## config.mk

```make
export PLATFORM = sky130hd
export DESIGN_NAME = sliding_median_filter
export DESIGN_NICKNAME = d
export VERILOG_FILES = /design/src/rtl/smf_pkg.sv /design/src/rtl/smf_cell.sv /design/src/rtl/sliding_median_filter.sv
export SDC_FILE = /design/constraint.sdc
export NUM_CORES = 2
export LEC_CHECK = 0
export ABC_AREA = 1
export BUFFER_PORTS_ARGS = -buffer_cell sky130_fd_sc_hd__buf_2
export CORE_ASPECT_RATIO = 1.25
export CORE_MARGIN = 1.5
export CORE_UTILIZATION = 33
export CTS_CLUSTER_SIZE = 10
export DETAILED_ROUTE_END_ITERATION = 7
export RECOVER_POWER = 100
export SYNTH_ARGS = -nofsm -noshare
export SYNTH_HDL_FRONTEND = slang
export SYNTH_SLANG_ARGS = --single-unit
```

## constraint.sdc

```tcl
create_clock -name clk -period 20 [get_ports clk]
set_clock_uncertainty 0.15 [all_clocks]
set_input_delay 4 -clock clk [delete_from_list [all_inputs] [get_ports clk]]
set_output_delay 4 -clock clk [all_outputs]
set_load 0.01 [all_outputs]
```

## src/rtl/smf_pkg.sv

```systemverilog
// Package for the sliding median filter: register codes, reset values,
// width helpers and the control struct shared by the top level and its cells.
// No dependencies.
package smf_pkg;

	localparam int DEF_MAX_WINDOW  = 15;
	localparam int DEF_SAMPLE_BITS = 16;

	localparam int WIDTH_BITS = 4;
	localparam logic [WIDTH_BITS-1:0] WIDTH_RESET = 4'd3;

	localparam int APB_ADDR_W = 3;
	localparam int APB_DATA_W = 32;

	// Register index as decoded from the word address bit.
	localparam logic REG_WINDOW_WIDTH = 1'b0;

	typedef struct packed {
		logic shift;   // a sample transfer shifts the delay line and restarts ranking
		logic step;    // one ranking step against the current candidate
	} smf_ctrl_t;

	// Bits for a count from 0 up to and including depth.
	function automatic int cnt_bits(input int depth);
		return $clog2(depth + 1);
	endfunction

	// Bits for an index from 0 to depth-1, never less than one.
	function automatic int idx_bits(input int depth);
		return (depth > 1) ? $clog2(depth) : 1;
	endfunction

	// Common width for comparing counts with the window width register.
	function automatic int cmp_bits(input int depth);
		return (cnt_bits(depth) > WIDTH_BITS) ? cnt_bits(depth) : WIDTH_BITS;
	endfunction

endpackage

```

## src/rtl/smf_cell.sv

```systemverilog
// One cell of the median filter chain: a delay line tap, a scan register that
// feeds candidates toward cell 0, and a rank counter for the median search.
// Depends on smf_pkg.
module smf_cell #(
	parameter int MAX_WINDOW  = smf_pkg::DEF_MAX_WINDOW,
	parameter int SAMPLE_BITS = smf_pkg::DEF_SAMPLE_BITS,
	parameter int CELL_INDEX  = 0
) (
	input  logic                                        clk,
	input  logic                                        arst_n,
	input  smf_pkg::smf_ctrl_t                          ctrl,
	input  logic [smf_pkg::WIDTH_BITS-1:0]              width,
	input  logic [smf_pkg::idx_bits(MAX_WINDOW)-1:0]    step_idx,
	input  logic signed [SAMPLE_BITS-1:0]               win_in,
	input  logic signed [SAMPLE_BITS-1:0]               scan_in,
	input  logic signed [SAMPLE_BITS-1:0]               cand,
	output logic signed [SAMPLE_BITS-1:0]               win_out,
	output logic signed [SAMPLE_BITS-1:0]               scan_out,
	output logic                                        hit
);
	import smf_pkg::*;

	localparam int CNT_W = cnt_bits(MAX_WINDOW);
	localparam int IDX_W = idx_bits(MAX_WINDOW);
	localparam int CMP_W = cmp_bits(MAX_WINDOW);

	logic signed [SAMPLE_BITS-1:0] win_q;
	logic signed [SAMPLE_BITS-1:0] scan_q;
	logic [CNT_W-1:0]              rank_q;
	logic                          below;
	logic                          active;

	// Equal values are ordered by position so every rank in the window is unique.
	always_comb begin
		below  = (cand < win_q) || ((cand == win_q) && (step_idx < IDX_W'(CELL_INDEX)));
		active = CMP_W'(CELL_INDEX) < CMP_W'(width);
		hit    = active && (CMP_W'(rank_q) == CMP_W'(width[WIDTH_BITS-1:1]));
	end

	always_ff @(posedge clk or negedge arst_n) begin
		if (!arst_n) begin
			win_q <= '0;
		end else if (ctrl.shift) begin
			win_q <= win_in;
		end
	end

	always_ff @(posedge clk) begin
		if (ctrl.shift) begin
			scan_q <= win_in;
			rank_q <= '0;
		end else if (ctrl.step) begin
			scan_q <= scan_in;
			if (below) begin
				rank_q <= rank_q + CNT_W'(1);
			end
		end
	end

	assign win_out  = win_q;
	assign scan_out = scan_q;

endmodule

```

## src/rtl/sliding_median_filter.sv

```systemverilog
// Sliding odd-window median filter: top level with the cell chain, the
// result sequencer, the output register and the APB register port.
// Depends on smf_pkg and smf_cell.
//
//  Channel   Dir   Fields (low bit first)
//  s_*       in    tdata: sample; tlast: final_sample
//  m_*       out   tdata: filtered; tlast: end_of_signal; tuser: width_error
//  APB       in    window_width at byte address 0
//
// A sample is transferred only while the sequencer is idle. When a median is due,
// a ranking pass follows, one step per window position, since the cells rank
// against one candidate per cycle. Each result then goes through the output
// register, and the next sample is taken only once the last result is loaded.
// A stalled output holds the sequencer; no clearing pass follows reset.
module sliding_median_filter #(
	parameter int MAX_WINDOW  = smf_pkg::DEF_MAX_WINDOW,
	parameter int SAMPLE_BITS = smf_pkg::DEF_SAMPLE_BITS
) (
	input  logic                                   clk,
	input  logic                                   arst_n,
	input  logic                                   s_tvalid,
	output logic                                   s_tready,
	input  logic [((SAMPLE_BITS+7)/8)*8-1:0]       s_tdata,   // sample
	input  logic                                   s_tlast,
	output logic                                   m_tvalid,
	input  logic                                   m_tready,
	output logic [((SAMPLE_BITS+7)/8)*8-1:0]       m_tdata,   // filtered
	output logic                                   m_tlast,
	output logic                                   m_tuser,   // width_error
	input  logic                                   psel,
	input  logic                                   penable,
	input  logic                                   pwrite,
	input  logic [smf_pkg::APB_ADDR_W-1:0]         paddr,
	input  logic [smf_pkg::APB_DATA_W-1:0]         pwdata,
	output logic [smf_pkg::APB_DATA_W-1:0]         prdata,
	output logic                                   pready
);
	import smf_pkg::*;

	localparam int DATA_W = ((SAMPLE_BITS + 7) / 8) * 8;
	localparam int CNT_W  = cnt_bits(MAX_WINDOW);
	localparam int IDX_W  = idx_bits(MAX_WINDOW);
	localparam int CMP_W  = cmp_bits(MAX_WINDOW);

	localparam logic [1:0] ST_IDLE = 2'd0;
	localparam logic [1:0] ST_RANK = 2'd1;
	localparam logic [1:0] ST_EMIT = 2'd2;

	logic [1:0]            state_q;
	logic [WIDTH_BITS-1:0] width_q;
	logic [CNT_W-1:0]      seen_q;
	logic                  last_q;
	logic                  med_q;
	logic                  err_q;
	logic                  first_q;
	logic [IDX_W-1:0]      idx_q;
	logic [IDX_W-1:0]      j_q;

	logic                   m_tvalid_q;
	logic [SAMPLE_BITS-1:0] m_tdata_q;
	logic                   m_tlast_q;
	logic                   m_tuser_q;

	logic                   accept;
	logic                   cfg_wr;
	logic [CNT_W-1:0]       seen_nxt;
	logic [CMP_W-1:0]       wid_c;
	logic [CMP_W-1:0]       half_c;
	logic [CMP_W-1:0]       n_c;
	logic                   bad_width;
	logic                   main_c;
	logic                   med_c;
	logic                   emit_c;
	logic [IDX_W-1:0]       start_idx;
	logic                   out_free;
	logic                   load;
	logic                   done_c;
	logic [SAMPLE_BITS-1:0] median_c;
	logic [SAMPLE_BITS-1:0] raw_c;

	smf_ctrl_t                     ctrl;
	logic signed [SAMPLE_BITS-1:0] win_bus  [MAX_WINDOW];
	logic signed [SAMPLE_BITS-1:0] scan_bus [MAX_WINDOW];
	logic [MAX_WINDOW-1:0]         hit_vec;

	assign s_tready = (state_q == ST_IDLE);
	assign accept   = s_tvalid && s_tready;
	assign ctrl.shift = accept;
	assign ctrl.step  = (state_q == ST_RANK);

	for (genvar i = 0; i < MAX_WINDOW; i++) begin : g_cell
		logic signed [SAMPLE_BITS-1:0] win_in;
		logic signed [SAMPLE_BITS-1:0] scan_in;

		if (i == 0) begin : g_head
			assign win_in = s_tdata[SAMPLE_BITS-1:0];
		end else begin : g_body
			assign win_in = win_bus[i-1];
		end

		if (i == MAX_WINDOW - 1) begin : g_tail
			assign scan_in = '0;
		end else begin : g_link
			assign scan_in = scan_bus[i+1];
		end

		smf_cell #(
			.MAX_WINDOW  (MAX_WINDOW),
			.SAMPLE_BITS (SAMPLE_BITS),
			.CELL_INDEX  (i)
		) u_cell (
			.clk      (clk),
			.arst_n   (arst_n),
			.ctrl     (ctrl),
			.width    (width_q),
			.step_idx (j_q),
			.win_in   (win_in),
			.scan_in  (scan_in),
			.cand     (scan_bus[0]),
			.win_out  (win_bus[i]),
			.scan_out (scan_bus[i]),
			.hit      (hit_vec[i])
		);
	end

	// Decisions for the sample being transferred, taken from the count after it.
	always_comb begin
		seen_nxt  = (seen_q < CNT_W'(MAX_WINDOW)) ? seen_q + CNT_W'(1) : seen_q;
		wid_c     = CMP_W'(width_q);
		half_c    = CMP_W'(width_q[WIDTH_BITS-1:1]);
		n_c       = CMP_W'(seen_nxt);
		bad_width = !width_q[0] || (wid_c > CMP_W'(MAX_WINDOW));
		main_c    = !bad_width && (n_c > half_c);
		med_c     = main_c && (n_c >= wid_c);
		emit_c    = bad_width ? s_tlast : (main_c || s_tlast);
		start_idx = main_c ? IDX_W'(half_c) : IDX_W'(n_c - CMP_W'(1));
	end

	// Exactly one active cell holds the rank of the middle after a full pass.
	always_comb begin
		median_c = '0;
		for (int i = 0; i < MAX_WINDOW; i++) begin
			if (hit_vec[i]) begin
				median_c = median_c | win_bus[i];
			end
		end
	end

	assign raw_c    = win_bus[idx_q];
	assign out_free = !m_tvalid_q || m_tready;
	assign load     = (state_q == ST_EMIT) && out_free;
	assign done_c   = err_q || !last_q || (idx_q == '0);

	assign cfg_wr = psel && penable && pwrite && pready
		&& (paddr[APB_ADDR_W-1] == REG_WINDOW_WIDTH);

	always_ff @(posedge clk or negedge arst_n) begin
		if (!arst_n) begin
			state_q    <= ST_IDLE;
			width_q    <= WIDTH_RESET;
			seen_q     <= '0;
			last_q     <= 1'b0;
			med_q      <= 1'b0;
			err_q      <= 1'b0;
			first_q    <= 1'b0;
			idx_q      <= '0;
			j_q        <= '0;
			m_tvalid_q <= 1'b0;
		end else begin
			if (cfg_wr) begin
				width_q <= pwdata[WIDTH_BITS-1:0];
			end

			if (load) begin
				m_tvalid_q <= 1'b1;
			end else if (m_tready) begin
				m_tvalid_q <= 1'b0;
			end

			unique case (state_q)
				ST_IDLE: begin
					if (accept) begin
						seen_q  <= s_tlast ? '0 : seen_nxt;
						last_q  <= s_tlast;
						med_q   <= med_c;
						err_q   <= bad_width;
						first_q <= 1'b1;
						idx_q   <= start_idx;
						j_q     <= '0;
						if (emit_c) begin
							state_q <= med_c ? ST_RANK : ST_EMIT;
						end
					end
				end
				ST_RANK: begin
					if (CMP_W'(j_q) == wid_c - CMP_W'(1)) begin
						state_q <= ST_EMIT;
					end else begin
						j_q <= j_q + IDX_W'(1);
					end
				end
				ST_EMIT: begin
					if (load) begin
						if (done_c) begin
							state_q <= ST_IDLE;
						end else begin
							idx_q   <= idx_q - IDX_W'(1);
							first_q <= 1'b0;
						end
					end
				end
				default: begin
					state_q <= ST_IDLE;
				end
			endcase
		end
	end

	always_ff @(posedge clk) begin
		if (load) begin
			if (err_q) begin
				m_tdata_q <= '0;
			end else if (first_q && med_q) begin
				m_tdata_q <= median_c;
			end else begin
				m_tdata_q <= raw_c;
			end
			m_tlast_q <= err_q || (last_q && (idx_q == '0));
			m_tuser_q <= err_q;
		end
	end

	assign m_tvalid = m_tvalid_q;
	assign m_tdata  = DATA_W'(m_tdata_q);
	assign m_tlast  = m_tlast_q;
	assign m_tuser  = m_tuser_q;

	assign pready = 1'b1;
	assign prdata = (paddr[APB_ADDR_W-1] == REG_WINDOW_WIDTH) ? APB_DATA_W'(width_q) : '0;

`ifndef SYNTHESIS
	a_rank_in_window: assert property (@(posedge clk) disable iff (!arst_n)
		(state_q == ST_RANK) |-> (CMP_W'(j_q) < wid_c))
		else $error("ranking step beyond the window");

	a_median_unique: assert property (@(posedge clk) disable iff (!arst_n)
		((state_q == ST_EMIT) && med_q && first_q) |-> $onehot(hit_vec))
		else $error("median rank not held by exactly one cell");

	a_error_ends_signal: assert property (@(posedge clk) disable iff (!arst_n)
		(m_tvalid && m_tuser) |-> m_tlast)
		else $error("width error result without end of signal");

	a_count_restarts: assert property (@(posedge clk) disable iff (!arst_n)
		(accept && s_tlast) |=> (seen_q == '0))
		else $error("sample count not cleared after the last sample");

	a_busy_while_rank: assert property (@(posedge clk) disable iff (!arst_n)
		(state_q == ST_RANK) |-> !s_tready)
		else $error("sample transfer taken during a ranking pass");
`endif

endmodule

```

==> flow_summary_export.csv <==
group,metric,value,unit
die,die_w,287.7,um
synthesis,syn_inst,4081,
flow_run,maxCapViolations,15,
setup_path,critPathLaunchType,"input pin",
sta,worstMarginPinSlew,10.29,ns
clock_network,cts_root_buf,"clkbuf_16",
sta,rsz0062_at_grt,"no",
place,dp_hpwl,78340,um
global_route,first_global_vias,27320,
final_layout,area_delta_synth_final,9.781,%
synthesis,ys_seq_area_share,46.45,%
setup_path,cpPeakStageDelay,4.71,ns
setup_path,slowest_stage,"clkinvlp_2",
power,max-vdd-ir-drop,0.09660,mV
routing,vias,28570,
global_route,gr-total-overflow,0,
sta,fin_hold_ws,0.3063,ns
place,finalWeightedCongestion,0.9870,
die,io_pins,112,
routing,drt-initial-drc-count,2694,
synthesis,synth_top_area_cell,"edfxtp_1",
place,post_dp_cell_area,34790,sq um
die,core,100500,sq um
synthesis,synth_warnings,0,
sta,min_period_over_period,65.21,%
synthesis,ys_top_cells_by_area,"edfxtp_1, dfrtp_1, nand2_1",
sta,setup_tns,0,ns
sta,period_minus_slack,13.04,ns
final_layout,nets,4402,
routing,wirelength,113700,um
global_route,grt_pass1_wl,170600,um
global_route,grt.total_usage,21.97,%
sta,relSlewSlack,-586.0,%
routing,drt-wirelength-per-cell,20.88,um
setup_path,crit_arrival,13.43,ns
final_layout,final_util,36.52,%
clock_network,postCtsResizedCells,0,
place,dp_worst_setup_slack,11.49,ns
synthesis,synth_edf_count,258,
final_layout,fin_area,36710,sq um
synthesis,synth_area,33440,sq um
die,rows,130,
setup_path,required,20.39,ns
routing,route.detailed.drc,0,
power,leakage,16.46,nW
sta,hold_viol,0,
routing,vias_per_cell,5.249,
clock_network,post_cts_buffers,0,
synthesis,synth.top_cell.area_share,23.17,%
power,comb_power_share,45.0,%
global_route,antenna_found_initial,3,
sta,fin_ws,6.959,ns
setup_path,critPathTopFamily,"buffers and inverters",
power,p_sw_share,45.17,%
sta,setup_violations,0,
setup_path,crit_type,"in -> reg",
place,io_buffers,52,
sta,drv_slew,1019,
synthesis,yosys_most_used_dff,"dfrtp_1",
hold_path,hold_path.class,"reg -> reg",
synthesis,syn_avg_cell_area,8.193,sq um
die,start_util,33.26,%
clock_network,ctsLongestPathBuffers,3,
die,die-area,103300,sq um
clock_network,insertion_delay,0.64,ns
final_layout,drive_above_1_share,3.929,%
setup_path,crit_fanout,129,
power,p_sw,0.002713,W
clock_network,htree_levels,3,
setup_path,crit_path_end_kind,"register",
setup_path,crit_chain,"buf_2, inv_1, nor2_1, clkinvlp_2, buf_4, buf_4, nor2_1, o21bai_1",
clock_network,cts_sinks,581,
power,pwr-share-seq,35.1,%
synthesis,synth-seq-cells,581,
status,outcome,"complete, but fails checks",
clock_network,ctsHoldBuffers,0,
synthesis,ys_types,53,
global_route,grt_max_degree,253,
synthesis,async_reset_ff_share,45.27,%
die,die_h,358.9,um
power,p_int,0.003293,W
power,clock_power_share,19.9,%
setup_path,crit_buf_inv,5,
routing,antenna_left,0,
status,violations,"capacitance limit, slew limit",
power,power.density,163.6,nW/um^2
clock_network,cts_buffers,69,
clock_network,cts.clk_slew.worst_paths,0.06,ns
routing,dr.pass1.iters,6,
final_layout,fill_cells,10430,
sta,max_freq,0.07668,GHz
clock_network,tritoncts,"done",
## layout make-up
type | instances | area [sq um] | area share [%]
flip-flops and latches | 581 | 15540 | 42.32
well taps | 1320 | 1652 | 4.499
clock inverters | 1 | 5.005 | 0.01363
repair buffers | 89 | 471.7 | 1.285
clock buffers | 120 | 2043 | 5.566
diodes | 1 | 2.502 | 0.006817
multi-input cells | 2904 | 15370 | 41.88
inverters | 428 | 1623 | 4.421
## synthesized netlist by cell type (4+ instances only)
cell type	number
o21a_1	10
o22ai_1	31
nand3b_1	4
nand2_1	1185
nand3_1	235
nor3_1	18
o21bai_1	21
o21ai_0	425
buf_6	11
nor4_1	8
buf_1	9
edfxtp_1	258
nor2_1	205
ha_1	270
inv_1	415
o211ai_1	27
xor2_1	42
nand4_1	39
or2_2	4
buf_4	32
buf_2	45
inv_2	8
o221ai_1	8
dfxtp_1	60
a21oi_1	302
xnor2_1	9
clkbuf_1	94
dfrtp_1	261
## sequential cells by signal, summed over array words and instances, names as in the netlist, 2 cells and up
name,flops
seen_q,4
m_tdata,16
g_cell.u_cell.win_out,240
idx_q,4
state_q,2
j_q,4
g_cell.u_cell.scan_out,240
wid_c,4
g_cell.u_cell.rank_q,60
## path summary, 6_finish.rpt
check                           start                       endpoint  slack, ns  cells after the start
setup / recovery             s_tvalid  g_cell[14].u_cell.win_out[12]       6.96                      8
hold / removal                  err_q                        m_tuser       0.31                      0
setup reg to reg           state_q[1]  g_cell[14].u_cell.win_out[12]       9.81                      8
hold reg to reg                 err_q                        m_tuser       0.31                      0
max in group asynchronous      arst_n    g_cell[0].u_cell.win_out[0]       8.41                      3
min in group asynchronous      arst_n  g_cell[13].u_cell.win_out[10]       4.55                      1
## placed cells by master, fill, tap and decap left out, types with 25 or more instances in the layout
master,n
nand2_1,1185
o21ai_0,426
inv_1,415
a21oi_1,303
ha_1,270
dfrtp_1,260
edfxtp_1,258
nand3_1,235
nor2_1,204
clkbuf_1,82
clkbuf_16,73
dfxtp_1,60
xor2_1,42
nand4_1,39
o22ai_1,31
conb_1,29
o211ai_1,27
buf_2,25
## power groups by stage
| stage | Combinational, W | Clock (W) | Sequential, W |
|---|---|---|---|
| detailed placement | 0.00265 | 0 | 0.00209 |
| global placement | 0.00260 | 0 | 0.00208 |
| CTS | 0.00266 | 0.00122 | 0.00207 |
| global route | 0.00303 | 0.00126 | 0.00216 |
| floorplan | 0.00176 | 0 | 0.00205 |
| finish | 0.00271 | 0.00119 | 0.00211 |
## routing by layer
metal / vias to the layer above / track usage, % / wire [um]
met5: - / 0 / 15
met4: 4 / 14.82 / 8510
met3: 282 / 3.610 / 8399
met2: 1114 / 34.32 / 50870
met1: 13590 / 27.78 / 45860
li1: 13590 / - / -
## cell families (layout without fill, tap and decap cells)
group | count (synthesis) | count (layout) | share of synthesized area, %
AO/OA/AOI/OAI | 844 | 844 | 13.48
XOR/XNOR | 51 | 51 | 1.336
adder cells (fa/ha/maj) | 270 | 270 | 10.10
buffers and inverters | 623 | 638 | 7.881
flip-flops | 581 | 581 | 46.45
other | 2 | 30 | 0.02246
AND/OR/NAND/NOR | 1710 | 1710 | 20.72
## stage by stage
| stage | total power, W | instances |
|---|---|---|
| 2_1_floorplan | 0.003806 | 4108 |
| 3_3_place_gp | 0.004685 | 5322 |
| 3_5_place_dp | 0.004736 | 5322 |
| 4_1_cts | 0.005945 | 5443 |
| 5_1_grt | 0.006448 | 5444 |
| 6_report | 0.006007 | 5444 |
## worst register-to-register path, delay by kind of cell (launching register included)
family,cells,cell delay (ns)
AOI/OAI and AO/OA,1,0.16
and+or+nand+nor,3,2.24
buffers and inverters,4,7.13
DFF,1,0.43
(Power assumes the default switching activity.)
